File: src/hw/rtl/fldr_pkg.sv
// Shared types and constants of the fault log with repeat folding.
`timescale 1ns / 1ps
package fldr_pkg;

   localparam int SRC_W    = 3;
   localparam int CODE_W   = 4;
   localparam int TIME_W   = 32;
   localparam int REP_W    = 16;
   localparam int TOTAL_W  = 32;
   localparam int SLOT_W   = 4;
   localparam int NUM_SOURCES = 5;
   localparam int ENTRY_W  = SRC_W + CODE_W + TIME_W + REP_W;

   localparam logic [SRC_W-1:0] SRC_LIMIT  = 3'd5;
   localparam logic [REP_W-1:0] REPEAT_MAX = 16'hFFFF;
   localparam logic [REP_W-1:0] REPEAT_ONE = 16'd1;

   localparam logic KIND_RECORD = 1'b0;
   localparam logic KIND_READ   = 1'b1;

   typedef struct packed {
      logic              kind;
      logic [SRC_W-1:0]  fault_source;
      logic [CODE_W-1:0] fault_code;
      logic [TIME_W-1:0] time_ms;
      logic [SLOT_W-1:0] read_slot;
   } req_type;

   typedef struct packed {
      logic [SRC_W-1:0]   out_source;
      logic [CODE_W-1:0]  out_code;
      logic [TIME_W-1:0]  out_time_ms;
      logic [REP_W-1:0]   repeat_count;
      logic [TOTAL_W-1:0] source_total;
      logic [SLOT_W-1:0]  recent_count;
      logic [SLOT_W-1:0]  slot_used;
   } rsp_type;

   typedef struct packed {
      logic [SRC_W-1:0]  source;
      logic [CODE_W-1:0] code;
      logic [TIME_W-1:0] time_ms;
      logic [REP_W-1:0]  repeat_count;
   } entry_type;

endpackage

File: src/hw/rtl/fldr_mem.sv
// Synchronous memory with a registered read and per-entry valid bits, so that entries never written read as zero.
`timescale 1ns / 1ps
module fldr_mem #(
   parameter int DEPTH  = 12,
   parameter int WIDTH  = 55,
   parameter int ADDR_W = 4
) (
   input  logic              clock,
   input  logic              reset,
   input  logic              rd_en,
   input  logic [ADDR_W-1:0] rd_addr,
   output logic [WIDTH-1:0]  rd_data,
   input  logic              wr_en,
   input  logic [ADDR_W-1:0] wr_addr,
   input  logic [WIDTH-1:0]  wr_data
);

   logic [WIDTH-1:0] mem [DEPTH];
   logic [DEPTH-1:0] vld_ff;
   logic [WIDTH-1:0] rd_data_ff;
   logic             rd_vld_ff;

   always_ff @(posedge clock) begin
      if (wr_en) begin
         mem[wr_addr] <= wr_data;
      end
      if (rd_en) begin
         rd_data_ff <= mem[rd_addr];
      end
   end

   always_ff @(posedge clock) begin
      if (reset) begin
         vld_ff    <= '0;
         rd_vld_ff <= 1'b0;
      end else begin
         if (wr_en) begin
            vld_ff[wr_addr] <= 1'b1;
         end
         if (rd_en) begin
            rd_vld_ff <= vld_ff[rd_addr];
         end
      end
   end

   // An entry never written reads as its reset value of zero
   assign rd_data = rd_vld_ff ? rd_data_ff : '0;

endmodule

File: src/hw/rtl/fault_log_dedup_ring.sv
// Top level of the fault log: repeat folding, per-source counters and a ring of recent faults.
`timescale 1ns / 1ps
// Each beat on req_ either records a fault or reads one ring slot and one source
// counter, and gives exactly one beat on rsp_. A beat is taken into a single
// stage that issues the reads of the counter memory and the ring memory; in the
// next cycle the synchronous read data is there. Once the output register is
// free, a record is folded against the last fault and written back, and the
// result moves to the output register. Items pass one at a time: no new beat is
// taken until the stage has moved its item on, but the next beat may
// be taken while the previous result still waits on rsp_stall. After reset all
// counters, the last fault and every ring slot read as zero at once; no clearing
// pass is needed.
module fault_log_dedup_ring #(
   parameter int RING_DEPTH = 12
) (
   input  logic            clock,
   input  logic            reset,
   input  logic            req_valid,
   output logic            req_stall,
   input  fldr_pkg::req_type req_data,
   output logic            rsp_valid,
   input  logic            rsp_stall,
   output fldr_pkg::rsp_type rsp_data
);

   localparam int RING_AW = (RING_DEPTH > 1) ? $clog2(RING_DEPTH) : 1;
   localparam int FILL_W  = $clog2(RING_DEPTH + 1);
   localparam int EXT_W   = (RING_AW > fldr_pkg::SLOT_W) ? RING_AW : fldr_pkg::SLOT_W;
   localparam int FEXT_W  = (FILL_W > fldr_pkg::SLOT_W) ? FILL_W : fldr_pkg::SLOT_W;

   // Stage holding the accepted item while the memories are read
   logic              s1_valid_ff, s1_valid_in;
   fldr_pkg::req_type s1_req_ff;
   logic              s1_src_ok_ff;
   logic              s1_slot_ok_ff;

   logic              rsp_valid_ff, rsp_valid_in;
   fldr_pkg::rsp_type rsp_ff, rsp_in;

   logic [fldr_pkg::SRC_W-1:0]  last_source_ff, last_source_in;
   logic [fldr_pkg::CODE_W-1:0] last_code_ff, last_code_in;
   logic [fldr_pkg::TIME_W-1:0] last_time_ff, last_time_in;
   logic [fldr_pkg::REP_W-1:0]  last_repeat_ff, last_repeat_in;
   logic [RING_AW-1:0]          head_ff, head_in;
   logic [FILL_W-1:0]           fill_ff, fill_in;

   logic                          accept;
   logic                          advance;
   logic                          src_ok;
   logic                          slot_ok;
   logic [EXT_W-1:0]              rd_slot_ext;
   logic [RING_AW-1:0]            ring_rd_addr;
   logic [fldr_pkg::ENTRY_W-1:0]  ring_rd_raw;
   fldr_pkg::entry_type           ring_rd_entry;
   fldr_pkg::entry_type           new_entry;
   logic [fldr_pkg::TOTAL_W-1:0]  cnt_rd;
   logic [fldr_pkg::TOTAL_W-1:0]  cnt_cur;
   logic [fldr_pkg::TOTAL_W-1:0]  cnt_next;
   logic                          is_record;
   logic                          match;
   logic                          cnt_wr_en;
   logic                          ring_wr_en;
   logic [EXT_W-1:0]              head_ext;
   logic [FEXT_W-1:0]             fill_ext;

   assign accept    = req_valid && !req_stall;
   assign req_stall = s1_valid_ff || reset;
   assign advance   = s1_valid_ff && (!rsp_valid_ff || !rsp_stall);

   assign src_ok      = req_data.fault_source < fldr_pkg::SRC_LIMIT;
   assign slot_ok     = 32'(req_data.read_slot) < 32'(RING_DEPTH);
   assign rd_slot_ext = EXT_W'(req_data.read_slot);
   assign ring_rd_addr = slot_ok ? rd_slot_ext[RING_AW-1:0] : '0;

   assign is_record = s1_req_ff.kind == fldr_pkg::KIND_RECORD;
   assign match     = (last_code_ff == s1_req_ff.fault_code) &&
                      (last_source_ff == s1_req_ff.fault_source);

   assign cnt_cur  = s1_src_ok_ff ? cnt_rd : '0;
   assign cnt_next = cnt_cur + 32'd1;

   assign cnt_wr_en  = advance && is_record && s1_src_ok_ff;
   assign ring_wr_en = advance && is_record;

   assign ring_rd_entry = fldr_pkg::entry_type'(ring_rd_raw);

   fldr_mem #(
      .DEPTH  (fldr_pkg::NUM_SOURCES),
      .WIDTH  (fldr_pkg::TOTAL_W),
      .ADDR_W (fldr_pkg::SRC_W)
   ) u_cnt_mem (
      .clock   (clock),
      .reset   (reset),
      .rd_en   (accept && src_ok),
      .rd_addr (req_data.fault_source),
      .rd_data (cnt_rd),
      .wr_en   (cnt_wr_en),
      .wr_addr (s1_req_ff.fault_source),
      .wr_data (cnt_next)
   );

   fldr_mem #(
      .DEPTH  (RING_DEPTH),
      .WIDTH  (fldr_pkg::ENTRY_W),
      .ADDR_W (RING_AW)
   ) u_ring_mem (
      .clock   (clock),
      .reset   (reset),
      .rd_en   (accept),
      .rd_addr (ring_rd_addr),
      .rd_data (ring_rd_raw),
      .wr_en   (ring_wr_en),
      .wr_addr (head_ff),
      .wr_data (new_entry)
   );

   // Fold the record into the last fault
   always_comb begin
      new_entry.source  = s1_req_ff.fault_source;
      new_entry.code    = s1_req_ff.fault_code;
      new_entry.time_ms = s1_req_ff.time_ms;
      if (match) begin
         new_entry.repeat_count = (last_repeat_ff == fldr_pkg::REPEAT_MAX) ?
                                  last_repeat_ff : last_repeat_ff + 16'd1;
      end else begin
         new_entry.repeat_count = fldr_pkg::REPEAT_ONE;
      end
   end

   always_comb begin
      s1_valid_in    = s1_valid_ff;
      rsp_valid_in   = rsp_valid_ff;
      rsp_in         = rsp_ff;
      last_source_in = last_source_ff;
      last_code_in   = last_code_ff;
      last_time_in   = last_time_ff;
      last_repeat_in = last_repeat_ff;
      head_in        = head_ff;
      fill_in        = fill_ff;
      head_ext       = EXT_W'(head_ff);
      fill_ext       = FEXT_W'(fill_ff);

      if (rsp_valid_ff && !rsp_stall) begin
         rsp_valid_in = 1'b0;
      end

      if (advance) begin
         s1_valid_in  = 1'b0;
         rsp_valid_in = 1'b1;
         if (is_record) begin
            last_source_in = new_entry.source;
            last_code_in   = new_entry.code;
            last_time_in   = new_entry.time_ms;
            last_repeat_in = new_entry.repeat_count;
            head_in = (head_ff == RING_AW'(RING_DEPTH - 1)) ? '0 : head_ff + 1'b1;
            if (fill_ff < FILL_W'(RING_DEPTH)) begin
               fill_in = fill_ff + 1'b1;
            end
            fill_ext = FEXT_W'(fill_in);
            rsp_in.out_source   = new_entry.source;
            rsp_in.out_code     = new_entry.code;
            rsp_in.out_time_ms  = new_entry.time_ms;
            rsp_in.repeat_count = new_entry.repeat_count;
            rsp_in.source_total = s1_src_ok_ff ? cnt_next : '0;
            rsp_in.recent_count = fill_ext[fldr_pkg::SLOT_W-1:0];
            rsp_in.slot_used    = head_ext[fldr_pkg::SLOT_W-1:0];
         end else begin
            rsp_in.out_source   = s1_slot_ok_ff ? ring_rd_entry.source : '0;
            rsp_in.out_code     = s1_slot_ok_ff ? ring_rd_entry.code : '0;
            rsp_in.out_time_ms  = s1_slot_ok_ff ? ring_rd_entry.time_ms : '0;
            rsp_in.repeat_count = s1_slot_ok_ff ? ring_rd_entry.repeat_count : '0;
            rsp_in.source_total = cnt_cur;
            rsp_in.recent_count = fill_ext[fldr_pkg::SLOT_W-1:0];
            rsp_in.slot_used    = s1_req_ff.read_slot;
         end
      end

      if (accept) begin
         s1_valid_in = 1'b1;
      end
   end

   always_ff @(posedge clock) begin
      if (reset) begin
         s1_valid_ff    <= 1'b0;
         rsp_valid_ff   <= 1'b0;
         last_source_ff <= '0;
         last_code_ff   <= '0;
         last_time_ff   <= '0;
         last_repeat_ff <= '0;
         head_ff        <= '0;
         fill_ff        <= '0;
      end else begin
         s1_valid_ff    <= s1_valid_in;
         rsp_valid_ff   <= rsp_valid_in;
         last_source_ff <= last_source_in;
         last_code_ff   <= last_code_in;
         last_time_ff   <= last_time_in;
         last_repeat_ff <= last_repeat_in;
         head_ff        <= head_in;
         fill_ff        <= fill_in;
      end
   end

   // Payload registers
   always_ff @(posedge clock) begin
      rsp_ff <= rsp_in;
      if (accept) begin
         s1_req_ff     <= req_data;
         s1_src_ok_ff  <= src_ok;
         s1_slot_ok_ff <= slot_ok;
      end
   end

   assign rsp_valid = rsp_valid_ff;
   assign rsp_data  = rsp_ff;

endmodule

File: config.mk
export PLATFORM = sky130hd
export DESIGN_NAME = fault_log_dedup_ring
export DESIGN_NICKNAME = d
export VERILOG_FILES = /design/src/hw/rtl/fldr_pkg.sv /design/src/hw/rtl/fldr_mem.sv /design/src/hw/rtl/fault_log_dedup_ring.sv
export SDC_FILE = /design/constraint.sdc
export NUM_CORES = 1
export LEC_CHECK = 0
export ABC_AREA = 1
export BUFFER_PORTS_ARGS = -buffer_cell sky130_fd_sc_hd__buf_2
export CAP_MARGIN = 20
export CORE_MARGIN = 10
export CORE_UTILIZATION = 55
export DETAILED_ROUTE_END_ITERATION = 10
export PLACE_DENSITY_LB_ADDON = 0.25
export SLEW_MARGIN = 25
export SYNTH_ARGS = -nofsm -noshare
export SYNTH_HDL_FRONTEND = slang
export SYNTH_SLANG_ARGS = --single-unit
File: constraint.sdc
create_clock -name clock -period 11.9 [get_ports clock]
set_clock_uncertainty 0.05 [all_clocks]
set_input_delay 2.38 -clock clock [delete_from_list [all_inputs] [get_ports clock]]
set_output_delay 2.38 -clock clock [all_outputs]
set_load 0.01 [all_outputs]
==> results of run 1 <==
cell type report:
type	count	area share
multi-input cells	2064	0.200
clock inverters	70	0.0141
repair buffers	208	0.0265
diodes	1	0.0000512
clock buffers	128	0.0575
well taps	1040	0.0266
inverters	122	0.00953
flip-flops and latches	1100	0.666
tightest hold or removal path: cells and delay by family, from the launching register on:
family	cells	cell delay, ns
flops	1	0.32
simple gates	2	0.11
layout by cell type, fill, tap and decap left out, drive strengths merged:
cell type	count
a211oi	4
a21oi	37
a22o	36
a31oi	33
and2	9
and3	1
buf	208
bufinv	10
clkbuf	128
clkinv	55
clkinvlp	3
dfxtp	52
diode	1
edfxtp	1048
ha	7
inv	124
mux2i	1
nand2	451
nand3	136
nand3b	2
nand4	39
nor2	642
nor3	12
o211ai	2
o21ai	466
o22ai	166
xnor2	8
xor2	12
cells by family (layout without fill, tap and decap cells):
| group | after synthesis | after routing | share of synthesized area |
|---|---|---|---|
| AOI/OAI and AO/OA | 744 | 744 | 0.0950 |
| xor gates and xnor gates | 20 | 20 | 0.00421 |
| adders and majority gates | 7 | 7 | 0.00202 |
| buffers and inverters | 322 | 528 | 0.0292 |
| DFF | 1100 | 1100 | 0.749 |
| muxes | 1 | 1 | 0.000231 |
| other | 0 | 1 | 0 |
| and+or+nand+nor | 1292 | 1292 | 0.120 |
power by group through the flow:
stage | combinational, mW | clock (mW) | sequential (mW)
floorplan | 0.246 | 0 | 4.41
global placement | 0.392 | 0 | 4.41
detailed placement | 0.400 | 0 | 4.41
CTS | 0.402 | 3.39 | 4.33
global route | 0.442 | 3.57 | 4.33
finish | 0.402 | 3.35 | 4.33
per-stage QoR:
stage	hold WS (ns)	util	total power, mW	instance area [um^2]
floorplan	0.385	-	4.66	43400
global placement	0.394	0.581	4.80	45200
detailed placement	0.404	0.582	4.81	45300
CTS	0.418	0.627	8.12	48800
global route	0.443	0.627	8.34	48800
finish	0.413	0.627	8.08	48800
routing by layer:
layer	vias up	track usage
met5	-	0
met4	2	0.0739
met3	203	0.0411
met2	1411	0.362
met1	13500	0.315
li1	12800	-
flip-flops by register name, indices dropped and copies added (netlist names), 5 cells and up:
name,cells
u_ring_mem.vld_ff,12
s1_req_ff,5
last_repeat_ff,16
u_cnt_mem.rd_data_ff,32
u_ring_mem.rd_data_ff,55
u_ring_mem.mem,660
u_cnt_mem.vld_ff,5
rsp_data,95
new_entry,39
u_cnt_mem.mem,160
final timing paths:
| check | start | endpoint | slack [ns] | cells past startpoint |
|---|---|---|---|---|
| setup / recovery | reset | req_stall | 5.57 | 4 |
| hold / removal | u_ring_mem.vld_ff[10]$_SDFFE_PP0P_ | u_ring_mem.vld_ff[10]$_SDFFE_PP0P_ | 0.41 | 2 |
| setup reg to reg | s1_req_ff[43]$_DFFE_PP_ | u_ring_mem.mem[6][37]$_DFFE_PP_ | 8.20 | 7 |
| hold reg to reg | u_ring_mem.vld_ff[10]$_SDFFE_PP0P_ | u_ring_mem.vld_ff[10]$_SDFFE_PP0P_ | 0.41 | 2 |
==> impl_metrics.json, run 1 <==
{
  "fmax_mhz": 158,
  "worstPathArrival_ns": 3.90,
  "syn_avg_cell_area_um2": 12.5,
  "switchingPower_mw": 1.77,
  "viasPerCell": 5.91,
  "status": "complete, no violations",
  "cts_resized": 0,
  "overflow": 0,
  "vdd_drop_max_mv": 0.148,
  "regArea_um2": 32500,
  "ctsLongestPathBuffers": 3,
  "power.leakage_nw": 16.8,
  "area_growth_syn_to_layout_pct": 12.5,
  "worst_ep_required_time_ns": 9.47,
  "path_cells": "buf_2 -> inv_1 -> nand2_1 -> buf_2",
  "maxCapViolations": 0,
  "clock-sinks": 1100,
  "dr.max_layer_used": "met5",
  "seqPwrFrac": 0.536,
  "yosys.area.top_type": "edfxtp_1",
  "cts-hold-fix-buffers": 0,
  "synth-edff-count": 1048,
  "grt_max_degree": 100,
  "drt-pass1-iter-count": 6,
  "yosysSeqAreaShare": 0.749,
  "cp_slowest_stage_delay_ns": 0.58,
  "p_int_mw": 6.31,
  "fin_nets": 3659,
  "synthCells": 3486,
  "setup_viol": 0,
  "fin_cells": 4733,
  "wl_met2_um": 49500,
  "netlist_area_um2": 43400,
  "crit_slowest_cell": "buf_2",
  "multi_input_area_um2": 9760,
  "ys.flop_type": "edfxtp_1",
  "synth_seq_cells": 1100,
  "cts.clk_slew.worst_paths_ns": 0.06,
  "p_sw_frac": 0.219,
  "cts_buffers": 108,
  "min_period_ns": 6.33,
  "maxSlewViolCount": 0,
  "min_period_over_period": 0.532,
  "vias": 28000,
  "antenna_found_initial": 1,
  "setup_ws_ns": 5.57,
  "grt_pass1_wl_um": 158000,
  "start_kind": "input pin",
  "maxSlewHeadroom": 0.277,
  "pwr-share-comb": 0.050,
  "critical_path_class": "input pin to output port",
  "cp_max_fo": 39,
  "grt_pass1_vias": 26600,
  "drt_first_iter_violations": 3109,
  "root_buffer": "clkbuf_16",
  "synth_most_common_cell": "edfxtp_1",
  "hp-class": "flip-flop to flip-flop",
  "dp.cells": 4533,
  "routed-wl-met3_um": 9990,
  "die_area_um2": 90600,
  "dp_hpwl_um": 54800,
  "cpLargestDelayFamily": "buffers and inverters",
  "io_pins": 145,
  "wl_per_cell_um": 22.3,
  "worstSetupEndpointType": "output port",
  "grt_usage": 0.227,
  "cts_tree": "done",
  "yosysWarnings": 0,
  "finalHoldViolations": 0,
  "p_per_area_nw_per_um2": 165,
  "ys_types": 37,
  "synthTopCellsByCount": "edfxtp_1 (1,048), nor2_1 (634), nand2_1 (446), o21ai_0 (445), o22ai_1 (166)",
  "initial_core_util": 0.558,
  "path_buf_inv": 3,
  "cts_setup_buffers": 0,
  "place_ws_ns": 5.58,
  "rsz0062_at_grt": "no",
  "h-tree-depth": 3,
  "synth_top_area_frac": 0.725,
  "synthArstFlopShare": 0,
  "fin_setup_tns_ns": 0,
  "die_h_um": 301,
  "ys_top_cells_by_area": "edfxtp_1 (72%), nor2_1 (5.5%), o21ai_0 (5.1%)",
  "tightest_slew_ns": 1.08,
  "cpMostUsedCell": "buf_2",
  "drc": 0,
  "wl_um": 106000,
  "die_w_um": 301,
  "drt-met1-wl_um": 43400,
  "drive_gt1_frac": 0.109,
  "drtAntennaViolNets": 0,
  "clkPwrFrac": 0.415,
  "coreArea_um2": 77800,
  "synth_fp_nets": 3541,
  "globalplace.congestion": 0.907,
  "io_buffers": 144,
  "placementRows": 102,
  "nFillCells": 5840,
  "clock_latency_ns": 0.70
}
No activity file was read; power rests on OpenSTA's default activity.
==> run 2: changes to the inputs <==
==> constraint.sdc (replaced) <==
create_clock -name clock -period 6.3 [get_ports clock]
set_clock_uncertainty 0.05 [all_clocks]
set_input_delay 1.26 -clock clock [delete_from_list [all_inputs] [get_ports clock]]
set_output_delay 1.26 -clock clock [all_outputs]
set_load 0.01 [all_outputs]
==> run 2 against run 1 <==
Sequential share of layout area increased by 0.089 points. Final cell count decreased by 0.25%. Setup slack got worse by 3.4 ns. Clock power increased by 84%.
==> impl_metrics.json, run 2 (same netlist as run 1, synthesis figures left out) <==
{
  "cts-hold-fix-buffers": 0,
  "power.leakage_nw": 16.7,
  "r2r_cells": 7,
  "num_antenna_cells": 0,
  "regMostFlops": "u_ring_mem.mem",
  "ctsLongestPathBuffers": 3,
  "h-tree-depth": 3,
  "hp-class": "flip-flop to flip-flop",
  "timing.hold.ws_ns": 0.420,
  "r2r-start": "s1_req_ff[43]$_DFFE_PP_",
  "mostFrequentLayoutCells": "edfxtp_1 (1,048), nor2_1 (626), o21ai_0 (445)",
  "maxSlewViolCount": 0,
  "largest_reg_flops": 660,
  "grt_pass1_vias": 27000,
  "grt_usage": 0.231,
  "drc": 0,
  "dp_hpwl_um": 54200,
  "maxSlewHeadroom": 0.281,
  "layout_commonest_cell": "edfxtp_1",
  "vias": 28100,
  "crit_slowest_cell": "buf_2",
  "clock_latency_ns": 0.69,
  "critPathCapture": "req_stall",
  "min_period_over_period": 0.660,
  "cts.clk_slew.worst_paths_ns": 0.06,
  "p_per_area_nw_per_um2": 310,
  "cpMostUsedCell": "buf_2",
  "worstHoldStart": "u_ring_mem.vld_ff[10]$_SDFFE_PP0P_",
  "cts_setup_buffers": 0,
  "wl_um": 106000,
  "clock-sinks": 1100,
  "path_cells": "buf_2 -> inv_1 -> nand2_1 -> buf_2",
  "fin_nets": 3650,
  "overflow": 0,
  "cp_slowest_stage_delay_ns": 0.62,
  "cp_max_fo": 39,
  "drive_gt1_frac": 0.105,
  "placementRows": 102,
  "area_growth_syn_to_layout_pct": 12.3,
  "drtAntennaViolNets": 0,
  "setup_viol": 0,
  "crit_start": "reset",
  "start_kind": "input pin",
  "globalplace.congestion": 0.864,
  "die_w_um": 301,
  "worstPathArrival_ns": 2.85,
  "grt_pass1_wl_um": 162000,
  "antenna_found_initial": 1,
  "grt_max_degree": 198,
  "cts_tree": "done",
  "io_buffers": 144,
  "status": "complete, no violations",
  "drt_first_iter_violations": 3238,
  "tightest_slew_ns": 1.08,
  "critical_path_class": "input pin to output port",
  "cts_resized": 0,
  "worstReg2RegEnd": "u_cnt_mem.mem[1][29]$_DFFE_PP_",
  "coreArea_um2": 77800,
  "io_pins": 145,
  "viasPerCell": 5.95,
  "rrSetupSlack_ns": 2.61,
  "die_h_um": 301,
  "fin_setup_tns_ns": 0,
  "drt-pass1-iter-count": 8,
  "initial_core_util": 0.558,
  "wl_per_cell_um": 22.6,
  "vdd_drop_max_mv": 0.242,
  "fmax_mhz": 240,
  "finalHoldViolations": 0,
  "worstSetupEndpointType": "output port",
  "min_period_ns": 4.16,
  "root_buffer": "clkbuf_16",
  "die_area_um2": 90600,
  "maxCapViolations": 0,
  "cts_buffers": 107,
  "rsz0062_at_grt": "no",
  "worst_ep_required_time_ns": 4.99
}
run 2: worst min-delay path by stage:
stage	to	slack, ns	cells after the start
floorplan	u_cnt_mem.vld_ff[1]$_SDFFE_PP0P_	0.38	2
global placement	u_cnt_mem.vld_ff[1]$_SDFFE_PP0P_	0.40	2
detailed placement	u_ring_mem.vld_ff[10]$_SDFFE_PP0P_	0.40	2
CTS	u_ring_mem.vld_ff[10]$_SDFFE_PP0P_	0.42	2
global route	u_ring_mem.vld_ff[5]$_SDFFE_PP0P_	0.45	2
finish	u_ring_mem.vld_ff[10]$_SDFFE_PP0P_	0.42	2
run 2: where the power goes:
part / leakage [nW] / internal, mW / total [mW] / switching [mW]
clock network: 1.63 / 3.48 / 6.18 / 2.69
logic: 5.01 / 0.216 / 0.767 / 0.551
registers: 10.1 / 8.10 / 8.17 / 0.0733
total: 16.7 / 11.8 / 15.1 / 3.32
run 2: cell type report:
cell class,instances,area (um^2)
Fill cell,5902,29100
Inverter,122,465
Clock inverter,59,561
Tap cell,1040,1300
Multi-Input combinational cell,2064,9830
Sequential cell,1100,32500
Timing Repair Buffer,200,1290
Clock buffer,136,2810
run 2: critical path: cells and delay by family:
kind,cells,cell delay [ns]
buf+inv,3,1.29
simple gates,1,0.27
run 2: per-stage QoR:
stage               instance area [um^2]  std cells  setup WS, ns  utilization  power, mW
finish                             48800       4721          2.14        0.626       15.1
global route                       48800       4721          2.03        0.626       15.6
CTS                                48800       4721          2.15        0.626       15.2
detailed placement                 45400       4526          2.14        0.583       9.09
global placement                   45300       4523          2.18        0.582       9.07
floorplan                          43500       3486        -0.116            -       8.79
run 2: layer usage:
metal | vias up | wire length (um) | GRT usage
met5 | - | 0 | 0
met4 | 0 | 2570 | 0.0731
met3 | 191 | 9380 | 0.0337
met2 | 1391 | 50000 | 0.368
met1 | 13700 | 44500 | 0.326
li1 | 12800 | - | -
